<file path="config.mk">
export PLATFORM = sky130hd
export DESIGN_NAME = radix_integer_text_parser
export DESIGN_NICKNAME = d
export VERILOG_FILES = /design/src/rtl/core/rtip_pkg.sv /design/src/rtl/core/radix_integer_text_parser.sv /design/src/rtl/core/rtip_digit.sv
export SDC_FILE = /design/constraint.sdc
export NUM_CORES = 1
export LEC_CHECK = 0
export ABC_AREA = 1
export BUFFER_PORTS_ARGS = -buffer_cell sky130_fd_sc_hd__buf_2
export CAP_MARGIN = 5
export CORE_UTILIZATION = 50
export CTS_BUF_LIST = sky130_fd_sc_hd__clkbuf_8 sky130_fd_sc_hd__clkbuf_16
export DETAILED_ROUTE_END_ITERATION = 10
export GPL_ROUTABILITY_DRIVEN = 0
export HOLD_SLACK_MARGIN = 0.02
export PLACE_DENSITY = 0.68
export SLEW_MARGIN = 5
export SYNTH_ARGS = -nofsm -noshare
export SYNTH_HDL_FRONTEND = slang
export SYNTH_HIERARCHICAL = 1
export SYNTH_SLANG_ARGS = --single-unit
export TNS_END_PERCENT = 20
</file>
<file path="constraint.sdc">
create_clock -name aclk -period 11.4 [get_ports aclk]
set_input_delay 1.71 -clock aclk [delete_from_list [all_inputs] [get_ports aclk]]
set_output_delay 1.71 -clock aclk [all_outputs]
set_load 0.1 [all_outputs]
</file>
<file path="src/rtl/core/rtip_pkg.sv">
// Package for the radix integer text parser: character codes, bases,
// register indexes, counter width and the digit unit's result type.
// No dependencies.
package rtip_pkg;

    localparam int MAX_LEN = 255;
    localparam int CNT_W   = $clog2(MAX_LEN + 1);

    localparam logic [7:0] CH_NUL   = 8'h00;
    localparam logic [7:0] CH_TAB   = 8'h09;
    localparam logic [7:0] CH_SP    = 8'h20;
    localparam logic [7:0] CH_PLUS  = 8'h2b;
    localparam logic [7:0] CH_MINUS = 8'h2d;
    localparam logic [7:0] CH_0     = 8'h30;
    localparam logic [7:0] CH_9     = 8'h39;
    localparam logic [7:0] CH_UA    = 8'h41;
    localparam logic [7:0] CH_UB    = 8'h42;
    localparam logic [7:0] CH_UX    = 8'h58;
    localparam logic [7:0] CH_UZ    = 8'h5a;
    localparam logic [7:0] CH_LA    = 8'h61;
    localparam logic [7:0] CH_LB    = 8'h62;
    localparam logic [7:0] CH_LX    = 8'h78;
    localparam logic [7:0] CH_LZ    = 8'h7a;

    localparam logic [5:0] BASE_BIN = 6'd2;
    localparam logic [5:0] BASE_OCT = 6'd8;
    localparam logic [5:0] BASE_DEC = 6'd10;
    localparam logic [5:0] BASE_HEX = 6'd16;

    localparam logic [7:0] REG_RADIX  = 8'd0;
    localparam logic [7:0] REG_SIGNED = 8'd1;

    typedef struct packed {
        logic        hit;
        logic [63:0] acc;
    } digit_res_t;

endpackage

</file>
<file path="src/rtl/core/radix_integer_text_parser.sv">
// Radix integer text parser, top level: input register, parse state machine
// and result register. Depends on rtip_pkg and rtip_digit.
// The result of a terminating character passes from the input register to the
// result register. Throughput: one character per cycle, set by the single
// multiply-add by the base between the input and result registers; a result
// waiting on m_ready holds the input.
// Reset (aresetn low, synchronous): parse done and waiting for a first
// character, radix 10, unsigned mode, both channels empty.
module radix_integer_text_parser
    import rtip_pkg::*;
(
    input  logic        aclk,
    input  logic        aresetn,
    input  logic        s_valid,
    output logic        s_ready,
    input  logic [7:0]  s_ch,
    input  logic        s_first,
    output logic        m_valid,
    input  logic        m_ready,
    output logic [63:0] m_value,
    output logic [7:0]  m_end_offset,
    input  logic        cfg_valid,
    output logic        cfg_ready,
    input  logic [7:0]  cfg_index,
    input  logic [7:0]  cfg_data
);

    typedef enum logic [2:0] {
        PH_DONE,
        PH_BLANK1,
        PH_BLANK2,
        PH_ZAUTO,
        PH_ZHEX,
        PH_DIGITS
    } phase_t;

    phase_t             phase_reg, phase_next;
    logic [63:0]        acc_reg, acc_next;
    logic [5:0]         base_reg, base_next;
    logic               neg_reg, neg_next;
    logic [CNT_W-1:0]   cnt_reg, cnt_next;
    logic [5:0]         radix_reg;
    logic               signed_reg;

    logic               in_valid_reg;
    logic [7:0]         ch_reg;
    logic               first_reg;

    logic               m_valid_reg;
    logic [63:0]        value_reg;
    logic [7:0]         offset_reg;

    logic               proc;
    logic               emit;
    logic [63:0]        emit_value;
    logic [CNT_W+7:0]   cnt_ext;

    phase_t             ph0;
    logic [63:0]        acc0;
    logic [5:0]         base0;
    logic [5:0]         base_eff;
    logic [CNT_W-1:0]   cnt0;
    logic [CNT_W-1:0]   cnt_adv;
    logic               blank;
    logic               take_digit;
    digit_res_t         dres;

    assign proc      = in_valid_reg && (!m_valid_reg || m_ready);
    assign s_ready   = !in_valid_reg || proc;
    assign cfg_ready = 1'b1;
    assign m_valid      = m_valid_reg;
    assign m_value      = value_reg;
    assign m_end_offset = offset_reg;

    assign blank = (ch_reg == CH_SP) || (ch_reg == CH_TAB);

    // restart on first
    always_comb begin
        ph0   = phase_reg;
        acc0  = acc_reg;
        base0 = base_reg;
        cnt0  = cnt_reg;
        if (first_reg) begin
            acc0  = 64'd0;
            cnt0  = '0;
            base0 = (radix_reg == 6'd0) ? BASE_DEC : radix_reg;
            ph0   = signed_reg ? PH_BLANK1 : PH_BLANK2;
        end
        cnt_adv = (cnt0 < CNT_W'(MAX_LEN)) ? cnt0 + CNT_W'(1) : cnt0;
        case (ph0)
            PH_BLANK1, PH_BLANK2: base_eff = (radix_reg == 6'd0) ? BASE_DEC : radix_reg;
            PH_ZAUTO:             base_eff = (ch_reg == CH_NUL) ? BASE_DEC : BASE_OCT;
            default:              base_eff = base0;
        endcase
    end

    rtip_digit u_digit (
        .ch   (ch_reg),
        .base (base_eff),
        .acc  (acc0),
        .res  (dres)
    );

    always_comb begin
        phase_next = ph0;
        acc_next   = acc0;
        base_next  = base0;
        neg_next   = first_reg ? 1'b0 : neg_reg;
        cnt_next   = cnt0;
        take_digit = 1'b0;
        case (ph0)
            PH_BLANK1, PH_BLANK2: begin
                if (blank) begin
                    cnt_next = cnt_adv;
                end else if (ph0 == PH_BLANK1 && (ch_reg == CH_MINUS || ch_reg == CH_PLUS)) begin
                    neg_next   = (ch_reg == CH_MINUS);
                    phase_next = PH_BLANK2;
                    cnt_next   = cnt_adv;
                end else if (radix_reg == 6'd0 && ch_reg == CH_0) begin
                    phase_next = PH_ZAUTO;
                    cnt_next   = cnt_adv;
                end else if (radix_reg == BASE_HEX && ch_reg == CH_0) begin
                    base_next  = radix_reg;
                    phase_next = PH_ZHEX;
                    cnt_next   = cnt_adv;
                end else begin
                    take_digit = 1'b1;
                end
            end
            PH_ZAUTO: begin
                if (ch_reg == CH_LX || ch_reg == CH_UX) begin
                    base_next  = BASE_HEX;
                    phase_next = PH_DIGITS;
                    cnt_next   = cnt_adv;
                end else if (ch_reg == CH_LB || ch_reg == CH_UB) begin
                    base_next  = BASE_BIN;
                    phase_next = PH_DIGITS;
                    cnt_next   = cnt_adv;
                end else begin
                    take_digit = 1'b1;
                end
            end
            PH_ZHEX: begin
                if (ch_reg == CH_LX || ch_reg == CH_UX) begin
                    phase_next = PH_DIGITS;
                    cnt_next   = cnt_adv;
                end else begin
                    take_digit = 1'b1;
                end
            end
            PH_DIGITS: take_digit = 1'b1;
            default:   take_digit = 1'b0;
        endcase
        emit = 1'b0;
        if (take_digit) begin
            base_next = base_eff;
            if (dres.hit) begin
                acc_next   = dres.acc;
                phase_next = PH_DIGITS;
                cnt_next   = cnt_adv;
            end else begin
                emit       = 1'b1;
                phase_next = PH_DONE;
            end
        end
        emit_value = neg_next ? (64'd0 - acc0) : acc0;
        cnt_ext    = {8'd0, cnt0};
    end

    always_ff @(posedge aclk) begin
        if (!aresetn) begin
            phase_reg    <= PH_DONE;
            acc_reg      <= 64'd0;
            base_reg     <= BASE_DEC;
            neg_reg      <= 1'b0;
            cnt_reg      <= '0;
            radix_reg    <= BASE_DEC;
            signed_reg   <= 1'b0;
            in_valid_reg <= 1'b0;
            m_valid_reg  <= 1'b0;
        end else begin
            if (cfg_valid && cfg_ready) begin
                if (cfg_index == REG_RADIX) begin
                    radix_reg <= cfg_data[5:0];
                end else if (cfg_index == REG_SIGNED) begin
                    signed_reg <= cfg_data[0];
                end
            end
            if (s_valid && s_ready) begin
                in_valid_reg <= 1'b1;
                ch_reg       <= s_ch;
                first_reg    <= s_first;
            end else if (proc) begin
                in_valid_reg <= 1'b0;
            end
            if (proc) begin
                phase_reg <= phase_next;
                acc_reg   <= acc_next;
                base_reg  <= base_next;
                neg_reg   <= neg_next;
                cnt_reg   <= cnt_next;
            end
            if (proc && emit) begin
                m_valid_reg <= 1'b1;
                value_reg   <= emit_value;
                offset_reg  <= cnt_ext[7:0];
            end else if (m_ready) begin
                m_valid_reg <= 1'b0;
            end
        end
    end

    assert property (@(posedge aclk) disable iff (!aresetn)
        cnt_reg <= CNT_W'(MAX_LEN))
        else $error("consumed count beyond saturation limit");

    assert property (@(posedge aclk) disable iff (!aresetn)
        proc && emit |=> phase_reg == PH_DONE && m_valid)
        else $error("terminating word did not close the parse");

    assert property (@(posedge aclk) disable iff (!aresetn)
        phase_reg != PH_DONE |-> base_reg != 6'd0)
        else $error("active base is zero during a parse");

    assert property (@(posedge aclk) disable iff (!aresetn)
        m_valid && !m_ready |=> m_valid && !$changed(m_value) ||
        !m_valid)
        else $error("stalled result word lost");

endmodule

</file>
<file path="src/rtl/core/rtip_digit.sv">
// Digit unit: maps a character to its letter-digit value, checks it against
// the base and forms acc * base + digit modulo 2^64.
// Depends on rtip_pkg.
module rtip_digit
    import rtip_pkg::*;
(
    input  logic [7:0]  ch,
    input  logic [5:0]  base,
    input  logic [63:0] acc,
    output digit_res_t  res
);

    logic [7:0]  diff;
    logic [5:0]  dval;
    logic        is_digit;
    logic [69:0] prod;

    always_comb begin
        diff     = 8'd0;
        is_digit = 1'b0;
        if (ch >= CH_0 && ch <= CH_9) begin
            diff     = ch - CH_0;
            is_digit = 1'b1;
        end else if (ch >= CH_LA && ch <= CH_LZ) begin
            diff     = ch - CH_LA + 8'd10;
            is_digit = 1'b1;
        end else if (ch >= CH_UA && ch <= CH_UZ) begin
            diff     = ch - CH_UA + 8'd10;
            is_digit = 1'b1;
        end
        dval = diff[5:0];
    end

    assign prod    = {6'd0, acc} * {64'd0, base};
    assign res.hit = is_digit && (dval < base);
    assign res.acc = prod[63:0] + {58'd0, dval};

endmodule
</file>
==> results.py, run 1 <==
metrics = {
    "placed_design": {
        "hpwl_mm": 55.6,
        "dp_slack_ns": 3.41,
        "placed_cell_area_sq_um": 25600,
        "numPortBuffers": 101,
    },
    "grt": {
        "grt_pass1_wl_mm": 115,
        "gr-usage-met3_pct": 4.11,
        "use_met2_pct": 44.6,
        "grt_usage_pct": 29.4,
        "antenna_found_initial": 1,
        "grt_overflow": 0,
        "grt_use_met1_pct": 42.3,
        "grt_busiest_layer": "met2",
        "grt_pass1_vias": 21700,
        "grt_max_degree": 74,
    },
    "finish": {
        "nets": 4094,
        "final_common_cell": "nand2_1",
        "final_core_util_pct": 54.4,
        "design_area_sq_um": 26200,
        "drive_gt1_share_pct": 9.31,
        "mostFrequentLayoutCells": "nand2_1, inv_1, fa_1",
        "insertedDiodeCount": 0,
        "area_growth_pct": 6.26,
    },
    "timing": {
        "setup_tns_ns": 0,
        "relSlewSlack_pct": 36.2,
        "drv_slew": 0,
        "grt_setup_unrepaired": "false",
        "fmax_mhz": 123,
        "setup_ws_ns": 3.30,
        "finalSetupViolations": 0,
        "fin_crit_sh_pct": 71.1,
        "timing.final.hold_violations": 0,
        "fin_crit_ns": 8.10,
        "skew_ns": 0.0145,
        "tightest_slew_ns": 0.957,
    },
    "clock_network": {
        "cts_hold_buf": 0,
        "clk_latency_ns": 0.46,
        "post_cts_resized": 0,
        "path_clk_slew_ns": 0.07,
        "htreeDepth": 4,
        "cts_made_buffers": 17,
        "cts_tree": "done",
        "cts.sinks": 172,
        "cts_setup_buffers": 0,
        "clock_path_buffers": 2,
        "root_buffer": "clkbuf_16",
    },
    "floorplanning": {
        "die_h_um": 224,
        "num_rows": 80,
        "die_area_sq_um": 50200,
        "coreArea_sq_um": 48100,
        "initial_core_util_pct": 51.2,
        "die-width_um": 224,
        "pin_count": 105,
    },
    "yosys": {
        "postSynthAreaPerCell_sq_um": 6.75,
        "synth-seq-area-share_pct": 17.3,
        "synth_enable_flop_cells": 81,
        "yosys.cell_types.count": 52,
        "synth_ff_type": "dfxtp_1",
        "async_reset_ff_share_pct": 0,
        "synth_cells": 3652,
        "syn_nets": 4065,
        "ys_warn_count": 6,
        "synth_area_sq_um": 24600,
        "synth_seq_cells": 172,
    },
    "worst_setup_path": {
        "cp_data_arrival_time_ns": 8.41,
        "critPathMaxFanout": 64,
        "endpoint_kind": "flop",
        "r2r-start": "first_reg",
        "critical_path_class": "flop to flop",
        "crit_required_ns": 11.71,
        "max_stage_delay_ns": 0.69,
        "regToRegEndpoint": "acc_reg[58]",
        "startpoint_type": "flop",
        "cpMaxStageDelayCell": "buf_4",
        "reg2reg_depth": 38,
        "crit_start": "first_reg",
        "crit_path_frequent_cell": "nand2_1",
        "crit_end": "acc_reg[58]",
        "r2r_slack_ns": 3.30,
    },
    "power_and_ir_drop": {
        "p_leak_uw": 0.0155,
        "power_uw": 1580,
        "power_density_nw_per_um2": 60.2,
        "irDropWorstVdd_v": 0.0000787,
    },
    "routing": {
        "routed_wl_mm": 72.9,
        "drt_iter0_drc": 2280,
        "viasPerCell": 5.29,
        "routedWlPerCell_um": 16.8,
        "drtPass1Iterations": 5,
        "vias": 23000,
        "drc_errors": 0,
        "route.antenna.remaining_nets": 0,
    },
    "status": {
        "status": "finished clean",
    },
    "worst_hold_path": {
        "worstHoldStart": "signed_reg",
        "hold_path_class": "flop to flop",
    },
    "flow_run": {
        "drv_cap": 0,
    },
}
-- worst min path at each step --
stage                        to  cells past startpoint
floorplan            signed_reg                      2
global placement    base_reg[1]                      2
detailed placement  base_reg[3]                      2
CTS                  signed_reg                      2
global route        acc_reg[30]                      2
finish               signed_reg                      2
-- power breakdown --
part           switching (uW)  internal, uW  total (uW)
clock                     270           299         570
combinational             258          76.2         334
sequential               9.73           662         672
-- Yosys cell counts (all sizes together) (6+ instances only) --
cell,count,share of area [%]
nor4,7,0.34
nand4,39,0.99
inv,736,11
o21ai,169,3.5
buf,33,1.0
xor2,92,3.3
nor2,281,5.1
fa,240,19
clkinv,6,0.091
clkbuf,74,1.1
nand3,123,2.6
ha,143,7.3
a21oi,214,4.4
nor3,26,0.73
o211ai,8,0.24
edfxtp,81,9.9
or2,34,0.86
nand2,1224,20
dfxtp,91,7.4
o21bai,6,0.18
-- stage by stage --
stage	hold WS (ns)	instances
global route	0.482	4350
global placement	0.444	4318
detailed placement	0.450	4318
CTS	0.463	4350
floorplan	0.424	3652
finish	0.461	4350
-- critical path: cells and delay by family (launching register included) --
kind                     cells  cell delay, ns
AND/OR/NAND/NOR             17            2.30
flip-flops                   1            0.35
adder cells (fa/ha/maj)      5            2.39
AO/OA/AOI/OAI                5            0.66
buffers and inverters       11            2.16
-- cell families (layout without fill, tap and decap cells) --
group	after synthesis	after routing	synth area share, %
adders and majority gates	383	383	26.8
and+or+nand+nor	1739	1739	30.3
xor gates and xnor gates	97	97	3.45
other	1	1	0.0152
buffers and inverters	849	891	13.5
DFF	172	172	17.3
AOI/OAI and AO/OA	411	411	8.72
-- routing by layer --
metal / up-vias / routed length [um] / share of wire [%]
met5: - / 13 / 0.018
met4: 2 / 2660 / 3.6
met3: 152 / 5890 / 8.1
met2: 994 / 31400 / 43
met1: 10700 / 32900 / 45
li1: 11100 / - / -
-- area by class of cell --
class                      count  area, sq um
multi-input combinational   2631        17100
tap                          656          821
clock buffer                  17          425
clock inverter                15          125
timing repair buffer         117          626
fill                        4816        22000
inverter                     742         2790
sequential                   172         4250
No activity file was read; power rests on OpenSTA's default activity.
==> inputs of run 2 (changes only) <==
- PLACE_DENSITY: 0.68 -> 0.7
- clock period: 11.4 -> 7.1 ns (I/O delays scaled with it)
==> results.py, run 2 (synthesis gave the netlist of run 1 again) <==
metrics = {
    "status": {
        "status": "finished clean",
    },
    "timing": {
        "drv_slew": 0,
        "setup_tns_ns": 0,
        "tightest_slew_ns": 1.19,
        "fin_crit_sh_pct": 93.6,
        "fin_crit_ns": 6.64,
        "finalSetupViolations": 0,
        "grt_setup_unrepaired": "false",
        "skew_ns": 0.0163,
        "fmax_mhz": 151,
        "timing.final.hold_violations": 0,
        "relSlewSlack_pct": 20.4,
    },
    "routing": {
        "routedWlPerCell_um": 16.6,
        "viasPerCell": 5.31,
        "drtPass1Iterations": 5,
        "route.antenna.remaining_nets": 0,
        "drc_errors": 0,
        "routed_wl_mm": 72.6,
        "vias": 23100,
        "drt_iter0_drc": 2311,
    },
    "worst_setup_path": {
        "critPathMaxFanout": 37,
        "r2r-start": "first_reg",
        "critical_path_class": "flop to flop",
        "r2r_slack_ns": 0.46,
        "cp_data_arrival_time_ns": 6.94,
        "crit_required_ns": 7.39,
        "regToRegEndpoint": "acc_reg[63]",
        "reg2reg_depth": 26,
        "startpoint_type": "flop",
        "endpoint_kind": "flop",
    },
    "floorplanning": {
        "die_h_um": 224,
        "pin_count": 105,
        "initial_core_util_pct": 51.2,
        "die-width_um": 224,
        "num_rows": 80,
        "coreArea_sq_um": 48100,
        "die_area_sq_um": 50200,
    },
    "finish": {
        "nets": 4105,
        "mostFrequentLayoutCells": "nand2_1, inv_1, fa_1",
        "final_common_cell": "nand2_1",
        "insertedDiodeCount": 0,
        "multi_input_area_sq_um": 17100,
        "area_growth_pct": 6.91,
        "drive_gt1_share_pct": 9.58,
        "fillCellCount": 4784,
        "regArea_sq_um": 4250,
    },
    "clock_network": {
        "path_clk_slew_ns": 0.06,
        "root_buffer": "clkbuf_16",
        "cts_tree": "done",
        "htreeDepth": 4,
        "cts_made_buffers": 17,
        "clk_latency_ns": 0.46,
        "clock_path_buffers": 2,
        "cts.sinks": 172,
    },
    "power_and_ir_drop": {
        "power_uw": 2580,
        "power_density_nw_per_um2": 97.8,
        "p_leak_uw": 0.0156,
        "irDropWorstVdd_v": 0.000122,
    },
    "flow_run": {
        "drv_cap": 0,
    },
    "placed_design": {
        "hpwl_mm": 56.6,
        "numPortBuffers": 101,
    },
    "grt": {
        "grt_use_met1_pct": 42.9,
        "grt_busiest_layer": "met2",
        "use_met2_pct": 44.7,
        "grt_pass1_wl_mm": 116,
        "grt_max_degree": 105,
        "antenna_found_initial": 0,
        "gr-usage-met3_pct": 4.71,
        "grt_usage_pct": 29.5,
        "grt_overflow": 0,
        "grt_pass1_vias": 21800,
    },
    "worst_hold_path": {
        "worstHoldStart": "signed_reg",
        "min_to": "signed_reg",
        "hold_path_class": "flop to flop",
        "hold_depth": 2,
    },
}
[run 2: where the power goes]
part           total, uW  switching (uW)  leakage [uW]  internal [uW]
registers           1080            15.2       0.00145           1060
clock network        957             420      0.000304            537
logic                543             417        0.0138            125
[run 2: layout make-up]
cell class,count,area share (%)
inverter,742,10.6
multi-input combinational,2631,65.1
clock inverter,9,0.199
tap,656,3.12
timing repair buffer,128,2.80
sequential,172,16.1
clock buffer,23,2.06
[run 2: worst max path at each step]
stage	start	cells past startpoint	end	slack [ns]
after floorplan	first_reg	22	m_end_offset[0]	0.42
after global placement	first_reg	34	acc_reg[57]	0.62
after global routing	first_reg	39	acc_reg[61]	0.07
after CTS	first_reg	34	acc_reg[57]	0.54
after detailed placement	first_reg	34	acc_reg[57]	0.56
final	first_reg	26	acc_reg[63]	0.46
[run 2: through the flow]
stage	cell area (sq um)	hold WS [ns]	worst slack [ns]	utilization, %	cells
floorplan	24600	0.424	0.420	-	3652
global placement	25700	0.439	0.623	53.5	4329
detailed placement	25700	0.451	0.563	53.5	4329
CTS	26300	0.463	0.542	54.7	4361
global route	26300	0.482	0.0704	54.7	4361
finish	26300	0.458	0.456	54.7	4361
[run 2: critical path, cell delays in order (launching register included)]
cell and delay [ns]:
edfxtp_1 0.43, clkinv_2 0.09, buf_4 0.36, buf_4 0.65, nand2_1 0.20, inv_1 0.45
nand2_1 0.10, inv_1 0.09, fa_1 0.45, fa_1 0.56, fa_1 0.43, ha_1 0.29
ha_1 0.39, a21oi_1 0.26, o21ai_0 0.17, a21oi_1 0.24, nand2_1 0.13, a21oi_1 0.48
nand2_1 0.10, nand2_1 0.09, nand2_1 0.05, nand2_1 0.05, o21ai_0 0.07, nand2_1 0.08
o21ai_0 0.09, nand2_1 0.09, a21oi_1 0.06
[run 2: per-layer routing]
metal  wire length (um)  vias up
met5                  0        -
met1              32300    10800
met3               7090      129
met2              31100     1037
met4               2130        0
li1                   -    11200
[run 2: timing repair]
action / CTS / global route
setup buffers: 0 / 0
endpoints found under the hold margin: 0 / 0
gates resized for setup: 0 / 2
hold buffers: 0 / 0
endpoints found under the setup margin: 0 / 2
